[src/rtl/rhh_pkg.sv]
// Shared types for the Robin Hood hash table: controller states, datapath
// commands, result codes and the datapath status bundle.
// No dependencies.
package rhh_pkg;

    localparam logic [1:0] MODE_PUT    = 2'd0;
    localparam logic [1:0] MODE_GET    = 2'd1;
    localparam logic [1:0] MODE_REMOVE = 2'd2;

    typedef enum logic [2:0] {
        ST_INSERTED  = 3'd0,
        ST_REPLACED  = 3'd1,
        ST_FOUND     = 3'd2,
        ST_NOT_FOUND = 3'd3,
        ST_REMOVED   = 3'd4,
        ST_FULL      = 3'd5
    } status_t;

    typedef enum logic [3:0] {
        S_CLR,
        S_IDLE,
        S_DIV,
        S_LK_INIT,
        S_LK_RD,
        S_LK_EV,
        S_INS_RD,
        S_INS_EV,
        S_RM_RD,
        S_RM_EV,
        S_DONE
    } state_t;

    typedef enum logic [3:0] {
        CMD_NONE,
        CMD_LOAD,
        CMD_DIV,
        CMD_LK_INIT,
        CMD_READ,
        CMD_LK_NEXT,
        CMD_PUT_REPL,
        CMD_INS_INIT,
        CMD_INS_EMPTY,
        CMD_INS_STEP,
        CMD_RM_INIT,
        CMD_RM_READ,
        CMD_RM_STEP,
        CMD_RM_END,
        CMD_CLR_INIT,
        CMD_CLR
    } cmd_t;

    typedef struct packed {
        logic [1:0] mode;
        logic       div_last;
        logic       clr_last;
        logic       hit;
        logic       empty;
        logic       stop_lookup;
        logic       shift_stop;
        logic       bound;
        logic       full;
    } dp_stat_t;

endpackage

[src/rtl/rhh_controller.sv]
// Sequencer of the Robin Hood hash table: clearing pass, remainder steps,
// lookup, insert and backward-shift probes, and the result register.
// Depends on rhh_pkg.
module rhh_controller (
    input  logic              clk,
    input  logic              rst_n,
    input  logic              cfg_wr,
    input  logic              in_valid,
    output logic              in_ready,
    output logic              out_valid,
    input  logic              out_ready,
    output logic [2:0]        out_status,
    input  rhh_pkg::dp_stat_t stat,
    output rhh_pkg::cmd_t     cmd
);
    import rhh_pkg::*;

    state_t  state_reg, state_next;
    status_t res_reg, res_next;
    status_t out_reg, out_next;
    logic    out_valid_reg, out_valid_next;

    assign in_ready   = (state_reg == S_IDLE) && !cfg_wr;
    assign out_valid  = out_valid_reg;
    assign out_status = out_reg;

    always_ff @(posedge clk or negedge rst_n)
    begin
        if (!rst_n)
        begin
            state_reg     <= S_CLR;
            out_valid_reg <= 1'b0;
            res_reg       <= ST_INSERTED;
            out_reg       <= ST_INSERTED;
        end
        else
        begin
            state_reg     <= state_next;
            out_valid_reg <= out_valid_next;
            res_reg       <= res_next;
            out_reg       <= out_next;
        end
    end

    always_comb
    begin
        state_next     = state_reg;
        res_next       = res_reg;
        out_next       = out_reg;
        out_valid_next = out_valid_reg && !out_ready;
        cmd            = CMD_NONE;
        if (cfg_wr)
        begin
            cmd        = CMD_CLR_INIT;
            state_next = S_CLR;
        end
        else
        begin
            unique case (state_reg)
                S_CLR:
                begin
                    cmd = CMD_CLR;
                    if (stat.clr_last)
                    begin
                        state_next = S_IDLE;
                    end
                end
                S_IDLE:
                begin
                    if (in_valid)
                    begin
                        cmd        = CMD_LOAD;
                        state_next = S_DIV;
                    end
                end
                S_DIV:
                begin
                    cmd = CMD_DIV;
                    if (stat.div_last)
                    begin
                        state_next = S_LK_INIT;
                    end
                end
                S_LK_INIT:
                begin
                    cmd        = CMD_LK_INIT;
                    state_next = S_LK_RD;
                end
                S_LK_RD:
                begin
                    cmd        = CMD_READ;
                    state_next = S_LK_EV;
                end
                S_LK_EV:
                begin
                    if (stat.hit && !stat.stop_lookup)
                    begin
                        if (stat.mode == MODE_PUT)
                        begin
                            cmd        = CMD_PUT_REPL;
                            res_next   = ST_REPLACED;
                            state_next = S_DONE;
                        end
                        else if (stat.mode == MODE_REMOVE)
                        begin
                            cmd        = CMD_RM_INIT;
                            state_next = S_RM_RD;
                        end
                        else
                        begin
                            res_next   = ST_FOUND;
                            state_next = S_DONE;
                        end
                    end
                    else if (stat.empty || stat.stop_lookup || stat.bound)
                    begin
                        state_next = S_DONE;
                        if (stat.mode == MODE_PUT)
                        begin
                            if (stat.full)
                            begin
                                res_next = ST_FULL;
                            end
                            else
                            begin
                                cmd        = CMD_INS_INIT;
                                state_next = S_INS_RD;
                            end
                        end
                        else
                        begin
                            res_next = ST_NOT_FOUND;
                        end
                    end
                    else
                    begin
                        cmd        = CMD_LK_NEXT;
                        state_next = S_LK_RD;
                    end
                end
                S_INS_RD:
                begin
                    cmd        = CMD_READ;
                    state_next = S_INS_EV;
                end
                S_INS_EV:
                begin
                    if (stat.empty)
                    begin
                        cmd        = CMD_INS_EMPTY;
                        res_next   = ST_INSERTED;
                        state_next = S_DONE;
                    end
                    else
                    begin
                        cmd = CMD_INS_STEP;
                        if (stat.bound)
                        begin
                            res_next   = ST_FULL;
                            state_next = S_DONE;
                        end
                        else
                        begin
                            state_next = S_INS_RD;
                        end
                    end
                end
                S_RM_RD:
                begin
                    cmd        = CMD_RM_READ;
                    state_next = S_RM_EV;
                end
                S_RM_EV:
                begin
                    if (stat.shift_stop || stat.bound)
                    begin
                        cmd        = CMD_RM_END;
                        res_next   = ST_REMOVED;
                        state_next = S_DONE;
                    end
                    else
                    begin
                        cmd        = CMD_RM_STEP;
                        state_next = S_RM_RD;
                    end
                end
                S_DONE:
                begin
                    if (!out_valid_reg || out_ready)
                    begin
                        out_next       = res_reg;
                        out_valid_next = 1'b1;
                        state_next     = S_IDLE;
                    end
                end
                default:
                begin
                    state_next = S_CLR;
                end
            endcase
        end
    end

endmodule

[config.mk]
export PLATFORM = sky130hd
export DESIGN_NAME = rhh_controller
export DESIGN_NICKNAME = d
export VERILOG_FILES = /design/src/rtl/rhh_pkg.sv /design/src/rtl/rhh_controller.sv
export SDC_FILE = /design/constraint.sdc
export NUM_CORES = 1
export LEC_CHECK = 0
export BUFFER_PORTS_ARGS = -buffer_cell sky130_fd_sc_hd__buf_2
export CORE_UTILIZATION = 24
export DETAILED_ROUTE_END_ITERATION = 16
export PLACE_DENSITY = 0.46
export SETUP_SLACK_MARGIN = 0.05
export SLEW_MARGIN = 5
export SYNTH_ARGS = -nofsm -noshare
export SYNTH_HDL_FRONTEND = slang
export SYNTH_SLANG_ARGS = --single-unit
[constraint.sdc]
create_clock -name clk -period 4.5 [get_ports clk]
set_input_delay 0.675 -clock clk [delete_from_list [all_inputs] [get_ports clk]]
set_output_delay 0.675 -clock clk [all_outputs]
set_load 0.02 [all_outputs]
==> results of run 1 <==
[worst max-delay path, cell delays in order (launching register included)]
cell	delay (ps)
dfrtp_1	570
nand2b_1	400
or3_1	450
a21boi_0	140
a221oi_1	260
buf_2	210
[power breakdown]
| group | switching (mW) | total, mW | internal (mW) |
|---|---|---|---|
| clock | 0.0334 | 0.0953 | 0.0619 |
| combinational | 0.140 | 0.235 | 0.0949 |
| sequential | 0.0529 | 0.173 | 0.120 |
| total | 0.226 | 0.503 | 0.277 |
[cells in the final DEF (no fill, tap or decap), types with 2 or more instances in the layout]
cell type,synthesis,final
o211ai_1,4,4
mux2_2,3,3
o22ai_1,2,2
buf_2,2,23
nand3_1,3,3
dfrtp_1,11,11
a21o_1,2,2
mux2_1,3,3
nand2_1,7,7
nand4_1,2,2
a21boi_0,2,2
inv_1,3,3
a21oi_1,7,7
nor2_1,17,17
a221oi_1,3,3
nor4_1,2,2
nor2b_1,5,5
nor3_1,3,3
o21ai_0,6,6
clkbuf_8,0,3
or3_1,2,2
nand2b_1,4,4
[cells by family after synthesis]
family          after synthesis  share of synthesized area (%)
flops                        11                           29.8
compound gates               35                           28.3
simple gates                 50                           28.7
buf+inv                      10                           5.95
mux                           6                           7.31
[stage by stage]
step | instances | total power, mW | hold slack (ps) | instance area (sq um)
5_1_grt | 180 | 0.546 | 310 | 1100
2_1_floorplan | 112 | 0.344 | 379 | 925
6_report | 180 | 0.503 | 299 | 1100
4_1_cts | 180 | 0.506 | 303 | 1100
3_5_place_dp | 176 | 0.406 | 483 | 1060
3_3_place_gp | 176 | 0.410 | 486 | 1060
[layout make-up]
class	instances	share of cell area (%)
Clock buffer	4	4.09
Inverter	3	1.02
Multi-Input combinational cell	91	54.0
Sequential cell	11	25.0
Tap cell	48	5.45
Timing Repair Buffer	23	10.5
[worst paths after layout]
check	depth (start not counted)	slack, ps	end	from
max in group asynchronous	1	4000	state_reg[1]$_DFFE_PN0P_	rst_n
min in group clk	1	500	res_reg[1]$_DFFE_PN0P_	res_reg[1]$_DFFE_PN0P_
min reg2reg	1	500	res_reg[1]$_DFFE_PN0P_	res_reg[1]$_DFFE_PN0P_
max	5	1550	cmd[0]	state_reg[3]$_DFFE_PN0P_
max reg2reg	5	2360	res_reg[2]$_DFFE_PN0P_	state_reg[3]$_DFFE_PN0P_
min	1	300	out_status[1]$_DFFE_PN0P_	rst_n
[per-layer routing]
metal | up-vias | routed length (um) | track usage, %
met2 | 30 | 1100 | 19.1
li1 | 456 | - | -
met4 | 0 | 0 | 3.41
met1 | 434 | 1220 | 17.9
met3 | 0 | 131 | 2.32
met5 | - | 0 | 0
==> impl_metrics.toml, run 1 <==
[run_status]
run_status = "completed"

[sta]
tightest_slew_ps = 542
relSlewSlack_pct = 63.8
final-hold-violation-count = 0
finalClockSkew_ps = 1.66
period_minus_slack_ps = 2950
final_max_slew_violation_count = 0
rsz_0062_raised_after_global_routing = "no"
setup_viol_count_final = 0
layout_setup_ws_ps = 1550
timing.final.crit_share_pct = 65.5
tns_ps = 0
fmax_ghz = 0.340

[route]
route.detailed.wl_per_inst_um = 13.6
via_count = 920
detail_route.iter0.violations = 83
drtPass1Iterations = 4
route.detailed.drc = 0
via_per_inst = 5.11
number_of_routed_nets_with_antenna_violations = 0
drt_wl_total_um = 2450

[setup_path]
worst-setup-path-type = "reg -> out"
crit_path_max_fanout = 18
critPathLaunchType = "register"
worst_ep_arrival_time_ps = 2270
critPathRequiredTime_ps = 3830
worst_setup_ep_type = "primary output"

[synth]
yosysTopAreaCell = "dfrtp_1"
post_synth_main_area_contributors = "dfrtp_1 (30%), nor2_1 (6.9%), a21oi_1 (3.8%), mux2_1 (3.7%), mux2_2 (3.7%)"
synth-async-reset-ratio_pct = 100
syn-num-nets = 127
number_of_storage_elements_in_the_synthesis_netlist = 11
synth_edf_count = 0
ys_seq_area_share_pct = 29.8
synth_top_cell_area_share_pct = 29.8
synth.lib_cells_used.distinct = 37
synth_area_sq_um = 925
yosys_most_used_dff = "dfrtp_1"
synth-warning-count = 0
ys_top_cells_by_count = "nor2_1 (17), dfrtp_1 (11), a21oi_1 (7), nand2_1 (7), o21ai_0 (6)"
syn_inst = 112
post-synth-top-count-cell = "nor2_1"
syn_area_cell_sq_um = 8.26

[cells_and_area]
antenna_cells_inserted = 0
final_core_util_pct = 29.9
final_layout_size_suffix_gt1_share_pct = 25.8
largest_register_ff_count = 4
count_of_nets_after_finishing = 148
ff_latch_area_sq_um = 275
layout.filler_cells = 420
combined_area_of_the_multi_input_logic_cells_sq_um = 594
area.growth.synth_to_final_pct = 19.1

[job]
drv_cap = 0

[min_path]
min_path_type = "in -> async"

[clocking]
worstSkewPairLatency_ps = 230
cts-root-buf = "clkbuf_8"
clock_tree_from_tritoncts = "built"
htree_num_levels = 1
clock-sinks = 11
post_cts_clock_slew_at_the_launch_and_capture_registers_of_the_worst_setup_and_hold_paths_ps = 50
tritoncts.num_buffers = 3
postCtsHoldBufs = 0
post_cts.repair.setup_buffers = 0
ctsResizeCount = 0
cts_max_path_buffers = 2

[placement]
numPortBuffers = 23
preCtsSetupSlack_ps = 1710
place_hpwl_um = 1870
routabilityCongestion = 0.883

[grt]
gr-total-overflow = 0
grt_max_degree = 19
grt_pass1_vias = 866
antenna_found_initial = 0
grt_util_overall_pct = 12.6
grt_pass1_wl_um = 4110

[floorplanning]
io_pins = 24
die-width_um = 64.1
initial_utilization_pct = 25.1
dieHeight_um = 64.1
dieArea_sq_um = 4100
num_rows = 22
core_area_sq_um = 3690

[pwr]
static-leakage-power_nw = 0.488
max_rail_drop_vdd_uv = 146
power.density_cell_area_nw_per_um2 = 457
No activity file was read; power rests on OpenSTA's default activity.
==> run 2, diff against run 1 <==
==> constraint.sdc (replaced) <==
create_clock -name clk -period 2.9 [get_ports clk]
set_input_delay 0.435 -clock clk [delete_from_list [all_inputs] [get_ports clk]]
set_output_delay 0.435 -clock clk [all_outputs]
set_load 0.02 [all_outputs]
==> run 2 against run 1 <==
Sequential power is 46% higher. Critical path type unchanged. Register-to-register slack lost 1500 ps. Routed wire length grew 3.6%. Combinational power up 66%. Non-clock buffer count grew 4.
==> impl_metrics.toml, run 2 (synthesized netlist as in run 1, its figures left out) <==
[sta]
rsz_0062_raised_after_global_routing = "no"
final_max_slew_violation_count = 0
final-hold-violation-count = 0
setup_viol_count_final = 0
finalClockSkew_ps = 1.98
tightest_slew_ps = 514
relSlewSlack_pct = 65.7
period_minus_slack_ps = 2540
timing.final.crit_share_pct = 87.8
tns_ps = 0
fmax_ghz = 0.393

[grt]
grt_max_degree = 17
gr-total-overflow = 0
antenna_found_initial = 0
grt_util_overall_pct = 13.4
grt_pass1_vias = 894
grt_pass1_wl_um = 4310

[route]
number_of_routed_nets_with_antenna_violations = 0
drt_wl_total_um = 2540
drtPass1Iterations = 4
via_per_inst = 5.05
detail_route.iter0.violations = 86
via_count = 929
route.detailed.wl_per_inst_um = 13.8
route.detailed.drc = 0

[setup_path]
critPathTopFamily = "simple AND/OR/NAND/NOR gates"
worst_setup_ep_type = "primary output"
critical_path.n_buffers_inverters = 1
worst-setup-path-type = "reg -> out"
crit_path_max_fanout = 13
critPathLaunchType = "register"
slowest_stage = "dfrtp_1"
cp_slowest_stage_delay_ps = 610
worst_ep_arrival_time_ps = 2110
critical_path.cell_chain = "nand2_1 > or3_1 > a21boi_0 > a221oi_1 > buf_2"
critPathRequiredTime_ps = 2470

[clocking]
cts-root-buf = "clkbuf_8"
ctsResizeCount = 0
worstSkewPairLatency_ps = 230
clock-sinks = 11
clock_tree_from_tritoncts = "built"
postCtsHoldBufs = 0
htree_num_levels = 1
post_cts.repair.setup_buffers = 0
cts_max_path_buffers = 2
tritoncts.num_buffers = 3
post_cts_clock_slew_at_the_launch_and_capture_registers_of_the_worst_setup_and_hold_paths_ps = 50

[cells_and_area]
largest_register_ff_count = 4
layout.cells.most_common = "buf_2"
count_of_nets_after_finishing = 152
mostFrequentLayoutCells = "buf_2 (23), nor2_1 (17), dfrtp_1 (11), a21oi_1 (7), nand2_1 (7)"
antenna_cells_inserted = 0
area.growth.synth_to_final_pct = 22.3
layout.filler_cells = 425
final_layout_size_suffix_gt1_share_pct = 27.9

[pwr]
internal_power_component_uw = 441
power.share.switching_pct = 44.3
seqPwrFrac_pct = 32.0
pwr-share-comb_pct = 49.4
clock_power_share_pct = 18.6
power.density_cell_area_nw_per_um2 = 701
static-leakage-power_nw = 0.509
power_uw = 792
switchingPower_uw = 351
max_rail_drop_vdd_uv = 208

[floorplanning]
dieArea_sq_um = 4100
core_area_sq_um = 3690
dieHeight_um = 64.1
die-width_um = 64.1
io_pins = 24
initial_utilization_pct = 25.1
num_rows = 22

[min_path]
min_path_type = "in -> async"

[placement]
place_hpwl_um = 2020
routabilityCongestion = 0.933
numPortBuffers = 23

[run_status]
run_status = "completed"

[job]
drv_cap = 0
run 2: cell count changes in the layout (fill, tap and decap cells not counted), sizes merged:
cell and change:
buf +4
run 2: area by class of cell:
cell class	count	area, sq um	area share [%]
clock buffers	4	45.0	3.98
inverters	3	11.3	0.996
multi-input cells	91	594	52.5
flip-flops and latches	11	275	24.3
well taps	48	60.1	5.31
repair buffers	27	145	12.8
run 2: power groups by stage:
stage | Sequential [mW] | Combinational, mW | Clock [mW]
CTS | 0.252 | 0.397 | 0.153
global placement | 0.254 | 0.396 | 0
finish | 0.253 | 0.391 | 0.148
floorplan | 0.213 | 0.321 | 0
detailed placement | 0.255 | 0.393 | 0
global route | 0.261 | 0.439 | 0.164
run 2: path summary, 6_finish.rpt:
path / to / cells past startpoint / from / slack [ps]
worst min register to register: res_reg[2]$_DFFE_PN0P_ / 1 / res_reg[2]$_DFFE_PN0P_ / 500
worst min-delay path: out_status[2]$_DFFE_PN0P_ / 1 / rst_n / 60
worst max-delay path: cmd[0] / 5 / state_reg[0]$_DFFE_PN0P_ / 360
worst max register to register: res_reg[1]$_DFFE_PN0P_ / 6 / state_reg[2]$_DFFE_PN0P_ / 900
min in group clk: res_reg[2]$_DFFE_PN0P_ / 1 / res_reg[2]$_DFFE_PN0P_ / 500
max in group asynchronous: state_reg[1]$_DFFE_PN0P_ / 1 / rst_n / 2650
run 2: metal layers:
layer	global-route usage, %	wire, um	up-vias
met3	2.32	104	4
met4	5.40	31	0
met2	19.9	1130	27
met5	0	0	-
li1	-	-	467
met1	19.0	1280	431
run 2: per-stage QoR:
stage / hold slack (ps) / utilization (%) / setup slack [ps] / std cells / instance area [sq um]
after global placement: 307 / 29.4 / 602 / 180 / 1090
after CTS: 64.9 / 30.7 / 368 / 184 / 1130
after floorplan: 139 / - / 625 / 112 / 925
after global routing: 65.2 / 30.7 / 251 / 184 / 1130
final: 58.0 / 30.7 / 355 / 184 / 1130
after detailed placement: 316 / 29.4 / 614 / 180 / 1090
